--- config.mk ---
export PLATFORM = sky130hd
export DESIGN_NAME = shift_chain_output_expander_top
export DESIGN_NICKNAME = d
export VERILOG_FILES = /design/src/hdl/scoe_pkg.sv /design/src/hdl/scoe_cell.sv /design/src/hdl/scoe_ctrl.sv /design/src/hdl/shift_chain_output_expander_top.sv
export SDC_FILE = /design/constraint.sdc
export NUM_CORES = 1
export LEC_CHECK = 0
export BUFFER_PORTS_ARGS = -buffer_cell sky130_fd_sc_hd__buf_2
export CORE_ASPECT_RATIO = 2
export CORE_MARGIN = 2
export CORE_UTILIZATION = 25
export DETAILED_ROUTE_END_ITERATION = 8
export GPL_TIMING_DRIVEN = 0
export PLACE_DENSITY = 0.39
export SLEW_MARGIN = 20
export SYNTH_ARGS = -nofsm -noshare
export SYNTH_HDL_FRONTEND = slang
export SYNTH_SLANG_ARGS = --single-unit
--- constraint.sdc ---
create_clock -name clk -period 2.55 [get_ports clk]
set_input_delay 0.51 -clock clk [delete_from_list [all_inputs] [get_ports clk]]
set_output_delay 0.51 -clock clk [all_outputs]
set_load 0.03 [all_outputs]
--- src/hdl/scoe_pkg.sv ---
// Package for the shift chain output expander.
// Holds command codes, controller states, control struct and byte encoders.
// No dependencies.
`default_nettype none

package scoe_pkg;

    localparam logic [1:0] CMD_MUX       = 2'd0;
    localparam logic [1:0] CMD_LINE      = 2'd1;
    localparam logic [1:0] CMD_INDICATOR = 2'd2;
    localparam logic [1:0] CMD_REFRESH   = 2'd3;

    localparam int IND_CMP_W = 3;

    localparam logic [7:0] MUX_NONE   = 8'h88;
    localparam logic [7:0] MUX_LOW    = 8'h80;
    localparam logic [7:0] MUX_HIGH   = 8'h08;
    localparam logic [7:0] CTRL_RESET = 8'b0000_0111;
    localparam logic [7:0] MUX_RESET  = 8'b1000_1000;
    localparam logic [7:0] IND_RESET  = 8'hff;

    typedef enum logic [1:0] {
        ST_IDLE,
        ST_SHIFT,
        ST_LATCH,
        ST_ERROR
    } state_t;

    typedef struct packed {
        logic rotate;
        logic out_load;
    } ctl_t;

    function automatic logic [7:0] mux_code(input logic [4:0] ch);
        logic [2:0] sel;
        logic [7:0] code;
        sel = 3'(ch - 5'd1);
        if (ch == 5'd0) begin
            code = MUX_NONE;
        end
        else if (ch <= 5'd8) begin
            code = MUX_LOW | {5'b0, sel};
        end
        else begin
            code = MUX_HIGH | {1'b0, sel, 4'b0};
        end
        return code;
    endfunction

    function automatic logic [7:0] set_line(input logic [7:0] value,
                                            input logic [2:0] idx,
                                            input logic       level);
        logic [7:0] result;
        result      = value;
        result[idx] = level;
        return result;
    endfunction

    function automatic logic [7:0] reset_byte(input int idx, input int nbytes);
        logic [7:0] result;
        if (idx == nbytes - 1) begin
            result = MUX_RESET;
        end
        else if (idx == nbytes - 2) begin
            result = CTRL_RESET;
        end
        else begin
            result = IND_RESET;
        end
        return result;
    endfunction

endpackage

`default_nettype wire

--- src/hdl/scoe_cell.sv ---
// One byte cell of the shadow image ring.
// Loads a new byte or rotates left, taking the next cell's top bit. Uses scoe_pkg.
`default_nettype none

module scoe_cell #(
    parameter logic [7:0] RESET_VAL = 8'hff
) (
    input  wire logic       clk,
    input  wire logic       rst_n,
    input  wire logic       load,
    input  wire logic [7:0] load_val,
    input  wire logic       rotate,
    input  wire logic       shift_in,
    output logic [7:0]      value
);
    import scoe_pkg::*;

    logic [7:0] value_reg;
    logic [7:0] value_next;

    always_comb
    begin
        value_next = value_reg;
        if (load) begin
            value_next = load_val;
        end
        else if (rotate) begin
            value_next = {value_reg[6:0], shift_in};
        end
    end

    always_ff @(posedge clk or negedge rst_n)
    begin
        if (!rst_n) begin
            value_reg <= RESET_VAL;
        end
        else begin
            value_reg <= value_next;
        end
    end

    assign value = value_reg;

endmodule

`default_nettype wire

--- src/hdl/scoe_ctrl.sv ---
// Sequencer of the shift chain output expander; a bad request gets one error result.
// Steps the ring through one full turn, then the latch result; owns the output register.
`default_nettype none

module scoe_ctrl #(
    parameter int BITS = 40
) (
    input  wire logic       clk,
    input  wire logic       rst_n,
    input  wire logic       in_valid,
    input  wire logic       bad,
    input  wire logic       head_bit,
    input  wire logic       out_ready,
    output logic            in_ready,
    output scoe_pkg::ctl_t  ctl,
    output logic            out_valid,
    output logic            out_data,
    output logic            out_latch,
    output logic            out_bad,
    output logic            out_last
);
    import scoe_pkg::*;

    localparam int CNT_W = $clog2(BITS);

    state_t     state_reg;
    state_t     state_next;
    logic [CNT_W-1:0] cnt_reg;
    logic [CNT_W-1:0] cnt_next;
    logic       valid_reg;
    logic       valid_next;
    logic       data_reg;
    logic       data_next;
    logic       latch_reg;
    logic       latch_next;
    logic       bad_reg;
    logic       bad_next;
    logic       last_reg;
    logic       last_next;
    logic       out_free;
    logic       cnt_end;

    assign out_free = !valid_reg || out_ready;
    assign cnt_end  = (cnt_reg == CNT_W'(BITS - 1));

    always_comb
    begin
        state_next = state_reg;
        case (state_reg)
            ST_IDLE:
            begin
                if (in_valid) begin
                    state_next = bad ? ST_ERROR : ST_SHIFT;
                end
            end
            ST_SHIFT:
            begin
                if (out_free && cnt_end) begin
                    state_next = ST_LATCH;
                end
            end
            ST_LATCH:
            begin
                if (out_free) begin
                    state_next = ST_IDLE;
                end
            end
            ST_ERROR:
            begin
                if (out_free) begin
                    state_next = ST_IDLE;
                end
            end
            default:
            begin
                state_next = ST_IDLE;
            end
        endcase
    end

    always_comb
    begin
        in_ready     = 1'b0;
        ctl.rotate   = 1'b0;
        ctl.out_load = 1'b0;
        cnt_next     = cnt_reg;
        data_next    = data_reg;
        latch_next   = latch_reg;
        bad_next     = bad_reg;
        last_next    = last_reg;
        case (state_reg)
            ST_IDLE:
            begin
                in_ready = 1'b1;
                cnt_next = '0;
            end
            ST_SHIFT:
            begin
                if (out_free) begin
                    ctl.rotate   = 1'b1;
                    ctl.out_load = 1'b1;
                    cnt_next     = cnt_reg + 1'b1;
                    data_next    = head_bit;
                    latch_next   = 1'b0;
                    bad_next     = 1'b0;
                    last_next    = 1'b0;
                end
            end
            ST_LATCH:
            begin
                if (out_free) begin
                    ctl.out_load = 1'b1;
                    data_next    = 1'b0;
                    latch_next   = 1'b1;
                    bad_next     = 1'b0;
                    last_next    = 1'b1;
                end
            end
            ST_ERROR:
            begin
                if (out_free) begin
                    ctl.out_load = 1'b1;
                    data_next    = 1'b0;
                    latch_next   = 1'b0;
                    bad_next     = 1'b1;
                    last_next    = 1'b1;
                end
            end
            default:
            begin
                in_ready = 1'b0;
            end
        endcase
        if (ctl.out_load) begin
            valid_next = 1'b1;
        end
        else if (out_ready) begin
            valid_next = 1'b0;
        end
        else begin
            valid_next = valid_reg;
        end
    end

    always_ff @(posedge clk or negedge rst_n)
    begin
        if (!rst_n) begin
            state_reg <= ST_IDLE;
            cnt_reg   <= '0;
            valid_reg <= 1'b0;
        end
        else begin
            state_reg <= state_next;
            cnt_reg   <= cnt_next;
            valid_reg <= valid_next;
        end
    end

    always_ff @(posedge clk)
    begin
        data_reg  <= data_next;
        latch_reg <= latch_next;
        bad_reg   <= bad_next;
        last_reg  <= last_next;
    end

    assign out_valid = valid_reg;
    assign out_data  = data_reg;
    assign out_latch = latch_reg;
    assign out_bad   = bad_reg;
    assign out_last  = last_reg;

endmodule

`default_nettype wire

--- src/hdl/shift_chain_output_expander_top.sv ---
// Top level of the shift chain output expander: a ring of byte cells and its sequencer.
// Depends on scoe_pkg, scoe_cell and scoe_ctrl.
//
// Channel   Direction  Payload                                            Ends run
// s_axis    in         tuser: command; tdata: channel, line, level,       -
//                      indicator address, indicator data
// m_axis    out        tdata: serial_data; tuser: latch_strobe, bad_req   tlast
//
// A command is accepted and updates the image, then the ring turns once with one output
// per image bit, and the latch result comes last.
// A bad indicator address gives one result.
// The ring advances only when the output register is free, so stalls just pause it.
// Reset loads the image ff..ff 07 88 and empties the output register.
`default_nettype none

module shift_chain_output_expander_top #(
    parameter int CHAIN_BYTES = 5
) (
    input  wire logic        clk,
    input  wire logic        rst_n,
    input  wire logic        s_axis_tvalid,
    output logic             s_axis_tready,
    // [4:0] mux_channel, [7:5] line_index, [8] line_level,
    // [10:9] indicator_address, [18:11] indicator_data, [23:19] zero
    input  wire logic [23:0] s_axis_tdata,
    // [1:0] command
    input  wire logic [1:0]  s_axis_tuser,
    output logic             m_axis_tvalid,
    input  wire logic        m_axis_tready,
    // [0] serial_data, [7:1] zero
    output logic [7:0]       m_axis_tdata,
    // [0] latch_strobe, [1] bad_request
    output logic [1:0]       m_axis_tuser,
    output logic             m_axis_tlast
);
    import scoe_pkg::*;

    localparam int BITS = 8 * CHAIN_BYTES;

    logic [1:0]           command;
    logic [4:0]           mux_channel;
    logic [2:0]           line_index;
    logic                 line_level;
    logic [1:0]           indicator_address;
    logic [7:0]           indicator_data;
    logic [IND_CMP_W-1:0] addr_ext;
    logic                 fire;
    logic                 bad;
    ctl_t                 ctl;
    logic [7:0]           cell_val  [CHAIN_BYTES];
    logic [7:0]           load_val  [CHAIN_BYTES];
    logic                 load_en   [CHAIN_BYTES];
    logic                 out_data;
    logic                 out_latch;
    logic                 out_bad;

    assign command           = s_axis_tuser;
    assign mux_channel       = s_axis_tdata[4:0];
    assign line_index        = s_axis_tdata[7:5];
    assign line_level        = s_axis_tdata[8];
    assign indicator_address = s_axis_tdata[10:9];
    assign indicator_data    = s_axis_tdata[18:11];
    assign addr_ext          = {1'b0, indicator_address};

    assign fire = s_axis_tvalid && s_axis_tready;
    assign bad  = (command == CMD_INDICATOR)
               && (addr_ext >= IND_CMP_W'(CHAIN_BYTES - 2));

    for (genvar i = 0; i < CHAIN_BYTES; i++) begin : g_cell
        if (i == CHAIN_BYTES - 1) begin : g_mux
            assign load_en[i]  = fire && (command == CMD_MUX);
            assign load_val[i] = mux_code(mux_channel);
        end
        else if (i == CHAIN_BYTES - 2) begin : g_line
            assign load_en[i]  = fire && (command == CMD_LINE);
            assign load_val[i] = set_line(cell_val[i], line_index, line_level);
        end
        else begin : g_ind
            assign load_en[i]  = fire && (command == CMD_INDICATOR) && !bad
                              && (addr_ext == IND_CMP_W'(CHAIN_BYTES - 3 - i));
            assign load_val[i] = indicator_data;
        end

        scoe_cell #(
            .RESET_VAL (reset_byte(i, CHAIN_BYTES))
        ) u_cell (
            .clk      (clk),
            .rst_n    (rst_n),
            .load     (load_en[i]),
            .load_val (load_val[i]),
            .rotate   (ctl.rotate),
            .shift_in (cell_val[(i + 1) % CHAIN_BYTES][7]),
            .value    (cell_val[i])
        );
    end

    scoe_ctrl #(
        .BITS (BITS)
    ) u_ctrl (
        .clk       (clk),
        .rst_n     (rst_n),
        .in_valid  (s_axis_tvalid),
        .bad       (bad),
        .head_bit  (cell_val[0][7]),
        .out_ready (m_axis_tready),
        .in_ready  (s_axis_tready),
        .ctl       (ctl),
        .out_valid (m_axis_tvalid),
        .out_data  (out_data),
        .out_latch (out_latch),
        .out_bad   (out_bad),
        .out_last  (m_axis_tlast)
    );

    assign m_axis_tdata = {7'b0, out_data};
    assign m_axis_tuser = {out_bad, out_latch};

`ifndef SYNTHESIS
    a_bad_is_last: assert property (@(posedge clk) disable iff (!rst_n)
        m_axis_tvalid && m_axis_tuser[1] |-> m_axis_tlast && !m_axis_tdata[0])
        else $error("error transaction must be last with data low");

    a_last_kind: assert property (@(posedge clk) disable iff (!rst_n)
        m_axis_tvalid && m_axis_tlast |-> (m_axis_tuser[0] ^ m_axis_tuser[1]))
        else $error("last transaction must be either latch or error");

    a_no_rotate_on_accept: assert property (@(posedge clk) disable iff (!rst_n)
        fire |-> !ctl.rotate)
        else $error("image rotated while a command was accepted");

    a_load_sets_valid: assert property (@(posedge clk) disable iff (!rst_n)
        ctl.out_load |=> m_axis_tvalid)
        else $error("output register load lost");
`endif

endmodule

`default_nettype wire

== Word-level counts from Yosys, hierarchy flattened ==
Index checks and enable logic that the tools add are counted.
Widths: inputs -> output; s select.

* Bits in registers: 53
* Bits of input ports: 30
* Output and inout bits: 13
* Logic and storage cells: 106

* $add $sub $neg: 2
* Magnitude comparators: 4
* Eq/ne operators: 16
* Mux-type cells: 36
* Reduce and logical (&&, ||, !) cells: 36

{| class="wikitable"
|+ Operator list
! kind !! count
|-
| $mux 8 || 12
|-
| $reduce_bool 2->1 || 10
|-
| $ne 2x1->1 const B || 7
|-
| $pmux 6 s2 || 1
|-
| $reduce_and 3->1 || 4
|-
| $logic_and 1x1->1 || 11
|-
| $mux 2 || 5
|-
| $pmux 1 s2 || 5
|-
| $mux 1 || 9
|-
| $bwmux 8 || 1
|-
| $eq 2x2->1 const B || 4
|-
| $add 6x1->6 const B || 1
|-
| $eq 2x1->1 const B || 3
|-
| $eq 6x6->1 const B || 1
|-
| $mux 6 || 1
|-
| $pmux 2 s3 || 1
|-
| $reduce_or 2->1 || 3
|-
| $le 5x4->1 const B || 1
|-
| $logic_not 5->1 || 1
|-
| $logic_not 2->1 || 2
|-
| $lt 3x4->1 const B || 1
|-
| $demux 1 s3 || 1
|-
| $ge 3x1->1 const B || 1
|-
| $logic_not 3->1 || 1
|-
| other kinds (6) || 7
|}

== Longest topological paths before layout ==
* Depth after elaboration: 7
* Gate-level depth with buffers: 7
* Depth with buffers taken out: 6

== Cells and area by module ==
From an unflattened synthesis, not the netlist that was laid out.

* Cells, all modules: 300
* Area, all modules: 3108.0 um2

{| class="wikitable"
|+ Modules (own cells, without submodules)
! module !! times used !! cells each !! area an instance (um2) !! sequential area each (um2)
|-
| scoe_cell (g_cell[0].u_cell ...) || 3 || 34 || 382.9 || 210.2
|-
| scoe_ctrl || 1 || 73 || 787.0 || 345.3
|-
| shift_chain_output_expander_top || 1 || 57 || 420.4 || 0.0
|-
| scoe_cell (g_cell[3].u_cell) || 1 || 34 || 376.6 || 203.9
|-
| scoe_cell (g_cell[4].u_cell) || 1 || 34 || 375.4 || 202.7
|}

== Worst setup path before layout ==
Ideal clock, no wire load.

* Kind: register -> register
* Start: register u_ctrl.state_reg[0]
* End: register g_cell[3].u_cell.value_reg[6]
* Library setup time: 0.152 ns
* Arrival: 1.735 ns
* Setup slack: 0.663 ns
* Stages on the path, launching flop included: 7
* Buffers on the path: 0
* Path through: dfrtp_1 > inv_1 > ha_1 > and4b_1 > nand2_1 > o311ai_0 > o311ai_0

* Longest elaborated chain between the ends: 5
* Elaborated cells on any way between the ends: 8
* Those cells by class: 1 x eq/ne; 3 x mux; 4 x reduce/logical

{| class="wikitable"
|+ Ends and longest elaborated chain
! what !! line !! text
|-
| from (decl) || scoe_ctrl.sv:26 || <nowiki>state_t state_reg;</nowiki>
|-
| from (signal assigned) || scoe_ctrl.sv:153 || <nowiki>state_reg <= state_next;</nowiki>
|-
| $logic_not 2->1 (*) || scoe_ctrl.sv:91 || <nowiki>case (state_reg)</nowiki>
|-
| $mux 1 (*) || scoe_ctrl.sv:91 ||
|-
| via s_axis_tready || shift_chain_output_expander_top.sv:22 || <nowiki>output logic s_axis_tready,</nowiki>
|-
| $logic_and 1x1->1 (*) || shift_chain_output_expander_top.sv:65 || <nowiki>assign fire = s_axis_tvalid && s_axis_tready;</nowiki>
|-
| $logic_and 1x1->1 (*) || shift_chain_output_expander_top.sv:75 || <nowiki>assign load_en[i] = fire && (command == CMD_LINE);</nowiki>
|-
| $mux 8 or $reduce_bool 2->1 (tied branches) || -- ||
|-
| to (signal assigned) || scoe_cell.sv:38 || <nowiki>value_reg <= value_next;</nowiki>
|-
| to (decl) || scoe_cell.sv:18 || <nowiki>logic [7:0] value_reg;</nowiki>
|}

The timed path passes the listed nets; every way through them passes the cells marked *.
A chain may end at the register's enable or synchronous reset.

== Final worst setup path ==
* Start: register u_ctrl.state_reg[0]
* End: register g_cell[1].u_cell.value_reg[7]

* Longest elaborated chain between the ends: 7
* Elaborated cells on any way between the ends: 10
* Those cells by class: 1 x eq/ne; 3 x mux; 6 x reduce/logical

{| class="wikitable"
|+ Ends and longest elaborated chain
! what !! line !! text
|-
| $logic_not 2->1 || scoe_ctrl.sv:91 ||
|-
| $mux 1 || scoe_ctrl.sv:91 ||
|-
| $logic_and 1x1->1 || shift_chain_output_expander_top.sv:65 ||
|-
| $logic_and 1x1->1 (2 in a row) || shift_chain_output_expander_top.sv:79 || <nowiki>assign load_en[i] = fire && (command == CMD_INDICATOR) && !bad</nowiki>
|-
| $logic_and 1x1->1 || shift_chain_output_expander_top.sv:80 || <nowiki>&& (addr_ext == IND_CMP_W'(CHAIN_BYTES - 3 - i));</nowiki>
|-
| $mux 8 or $reduce_bool 2->1 (tied branches) || -- ||
|-
| to (signal assigned) || scoe_cell.sv:38 ||
|-
| to (decl) || scoe_cell.sv:18 ||
|}

Several ways; a longest one is shown, not always the timed one.

==> results.cfg <==
[yosys]
netlist.area_leader.share = 0.2636
synth.area.top_cells = dfstp_2 26%, dfrtp_1 17%, mux2i_1 9.7%
synth_common_cells = 45 x nand2_1, 29 x dfstp_2, 28 x mux2i_1
ys_seq_area_frac = 0.4784
ys_seq_elements = 53
synthArstFlopShare = 0.9245
yosys_warnings = 0
synth.distinct_cells = 50
synth_most_common_cell = nand2_1
yosysTopAreaCell = dfstp_2
synth_ff_type = dfstp_2
synth-edff-count = 4
synthCells = 276
synth_area_mm2 = 0.002890
synth.avg_cell_area_um2 = 10.47

[timing]
rsz0062_at_grt = no
tns_ns = 0
max_freq_mhz = 484.4
layout_setup_ws_ns = 0.4857
max_slew_margin = 0.5589
skew_ns = 0.007558
tightest_slew_ns = 0.6617
fin_crit_ns = 2.064
final-hold-violation-count = 0
setup_violations = 0
period_share = 0.8095
maxSlewViolCount = 0

[pwr]
power.density_mw_per_mm2 = 1132
combPwrFrac = 0.380
power_frac_seq = 0.411
internal_power_w = 0.002504
pwr-share-clk = 0.209
switching_share = 0.3524
p_leak_nw = 1.413
switching_power_w = 0.001363
peakVddDrop_mv = 0.4271

[floorplanning]
die_h_um = 156.1
die_w_um = 80.03
start_util = 0.2561
dieArea_mm2 = 0.01249
io_pins = 43
core_area_mm2 = 0.01129
rows = 55

[detailed_routing]
drt_iter0_drc = 104
drt-pass1-iter-count = 6
routed_via_density = 4.639
vias = 2143
drc = 0
antenna_left = 0
wl_per_cell_um = 15.30
totalWireLength_um = 7068

[cts]
cts_buffers = 5
htreeDepth = 2
clock_sinks = 53
postCtsSetupBuffers = 0
clkTransAtPathRegs_ns = 0.07
tritoncts = yes
cts-resized-gates = 0
clk_latency_ns = 0.30
root_buffer = clkbuf_16
clock_path_buffers = 2
ctsHoldBuffers = 0

[layout]
synthToLayoutAreaGrowth_pct = 18.18
largest_register_ffs = 40
antenna_cells = 0
layout-drive-gt1-share = 0.2969
fin_nets = 357
fin_area_mm2 = 0.003416
fillers = 1229

[setup_path]
slowest_stage = nor3_2
worstPathCellList = inv_1, ha_1, nand2_2, nor3_2, buf_2, nand2_1, o21ai_0
worstSetupPathType = register to register
crit_path_start_kind = register
crit_arrival_ns = 2.28
crit_required_ns = 2.76
crit_path_end_kind = register
cpPeakStageDelay_ns = 0.48
critPathMaxFanout = 10

[global_route]
grt_pass1_vias = 2206
antenna_found_initial = 0
grt_pass1_wl_um = 11410
grt_start_max_net_pins = 50
grt_util_all_layers = 0.1208
grt.overflow.total = 0

[placement]
dpl_worst_slack_ns = 0.4589
portBuffers = 30
hpwl_um = 5477
gp_congestion = 0.7117
placed_area_mm2 = 0.003243

[status]
status = completed

[hold_path]
hold_path_class = input port to asynchronous set/reset pin

[flow_run]
cap_violations = 0
stage by stage:
step / cells / hold WS [ns] / total power, W / util
after global routing: 462 / 0.2915 / 0.004161 / 0.3027
final: 462 / 0.2326 / 0.003866 / 0.3027
after detailed placement: 454 / 0.4844 / 0.003106 / 0.2874
after global placement: 454 / 0.4649 / 0.003086 / 0.2871
after floorplan: 282 / 0.2144 / 0.002704 / -
after CTS: 462 / 0.2716 / 0.003931 / 0.3027
cell usage in the layout, fill, tap and decap left out, types with 2 or more instances in the layout:
| cell | Yosys | routed |
|---|---|---|
| o21ai_0 | 20 | 20 |
| nand2_2 | 2 | 2 |
| nor3_2 | 3 | 3 |
| buf_6 | 2 | 2 |
| o21ai_1 | 11 | 11 |
| a31oi_1 | 2 | 2 |
| nand2_1 | 45 | 45 |
| nand3b_1 | 3 | 3 |
| mux2i_1 | 28 | 28 |
| clkbuf_16 | 0 | 5 |
| ha_1 | 8 | 8 |
| nor2b_1 | 2 | 2 |
| mux2_2 | 2 | 2 |
| nand2b_1 | 6 | 6 |
| dfstp_2 | 29 | 29 |
| o22ai_1 | 4 | 4 |
| conb_1 | 1 | 7 |
| a21oi_1 | 6 | 6 |
| o211ai_1 | 12 | 12 |
| nand3_1 | 8 | 8 |
| o311ai_0 | 3 | 3 |
| dfrtp_1 | 20 | 20 |
| edfxtp_1 | 4 | 4 |
| or3_1 | 3 | 3 |
| a2bb2oi_1 | 2 | 2 |
| buf_2 | 2 | 31 |
| nor2_1 | 7 | 7 |
| inv_1 | 6 | 6 |
| clkbuf_1 | 2 | 3 |
| xor2_1 | 2 | 2 |
| buf_4 | 11 | 12 |
critical path: cells and delay by family, from the launching register on:
kind | cells | cell delay, ns
buf+inv | 2 | 0.42
compound gates | 1 | 0.08
flops | 1 | 0.41
fa+ha+maj | 1 | 0.33
simple gates | 3 | 0.73
power groups by stage:
stage | Sequential [W] | Combinational, W | Clock (W)
2_1_floorplan | 0.00157 | 0.00114 | 0
4_1_cts | 0.00160 | 0.00150 | 0.000832
3_5_place_dp | 0.00161 | 0.00149 | 0
5_1_grt | 0.00164 | 0.00165 | 0.000869
3_3_place_gp | 0.00160 | 0.00148 | 0
6_report | 0.00159 | 0.00147 | 0.000807
kinds of logic (layout without fill, tap and decap cells):
kind of cell / after synthesis / count (layout) / synth area share
simple gates: 91 / 91 / 0.1749
compound gates: 65 / 65 / 0.1403
flops: 53 / 53 / 0.4784
mux: 30 / 30 / 0.1048
buf+inv: 25 / 63 / 0.05671
fa+ha+maj: 8 / 8 / 0.03463
xor+xnor: 3 / 3 / 0.009093
other cells: 1 / 7 / 0.001297
worst paths after layout:
| kind | startpoint | to | slack (ns) | cells past startpoint |
|---|---|---|---|---|
| hold reg to reg | g_cell[4].u_cell.value[7] | g_cell[4].u_cell.value[7] | 0.49 | 2 |
| max in group asynchronous | rst_n | u_ctrl.state_reg[0] | 1.87 | 1 |
| hold / removal | rst_n | g_cell[4].u_cell.value[4] | 0.23 | 1 |
| min in group clk | s_axis_tdata[0] | g_cell[4].u_cell.value[4] | 0.41 | 2 |
| setup / recovery | u_ctrl.state_reg[0] | g_cell[1].u_cell.value[7] | 0.49 | 7 |
| setup reg to reg | u_ctrl.state_reg[0] | g_cell[1].u_cell.value[7] | 0.49 | 7 |
layout make-up:
type	instances	area, µm²	share of cell area
flip-flops and latches	53	1383	0.4048
multi-input cells	204	1366	0.4000
well taps	142	177.7	0.05201
repair buffers	30	152.6	0.04469
clock buffers	7	142.6	0.04176
plain buffers	18	137.6	0.04029
clock inverters	1	30.03	0.008791
inverters	7	26.28	0.007692
routing by layer:
| layer | up-vias | routed length (µm) | track usage |
|---|---|---|---|
| li1 | 1050 | - | - |
| met1 | 1044 | 2642 | 0.1272 |
| met2 | 43 | 4078 | 0.2302 |
| met3 | 6 | 238 | 0.02431 |
| met4 | 0 | 108 | 0.04116 |
| met5 | - | 0 | 0 |
(Power assumes the default switching activity.)
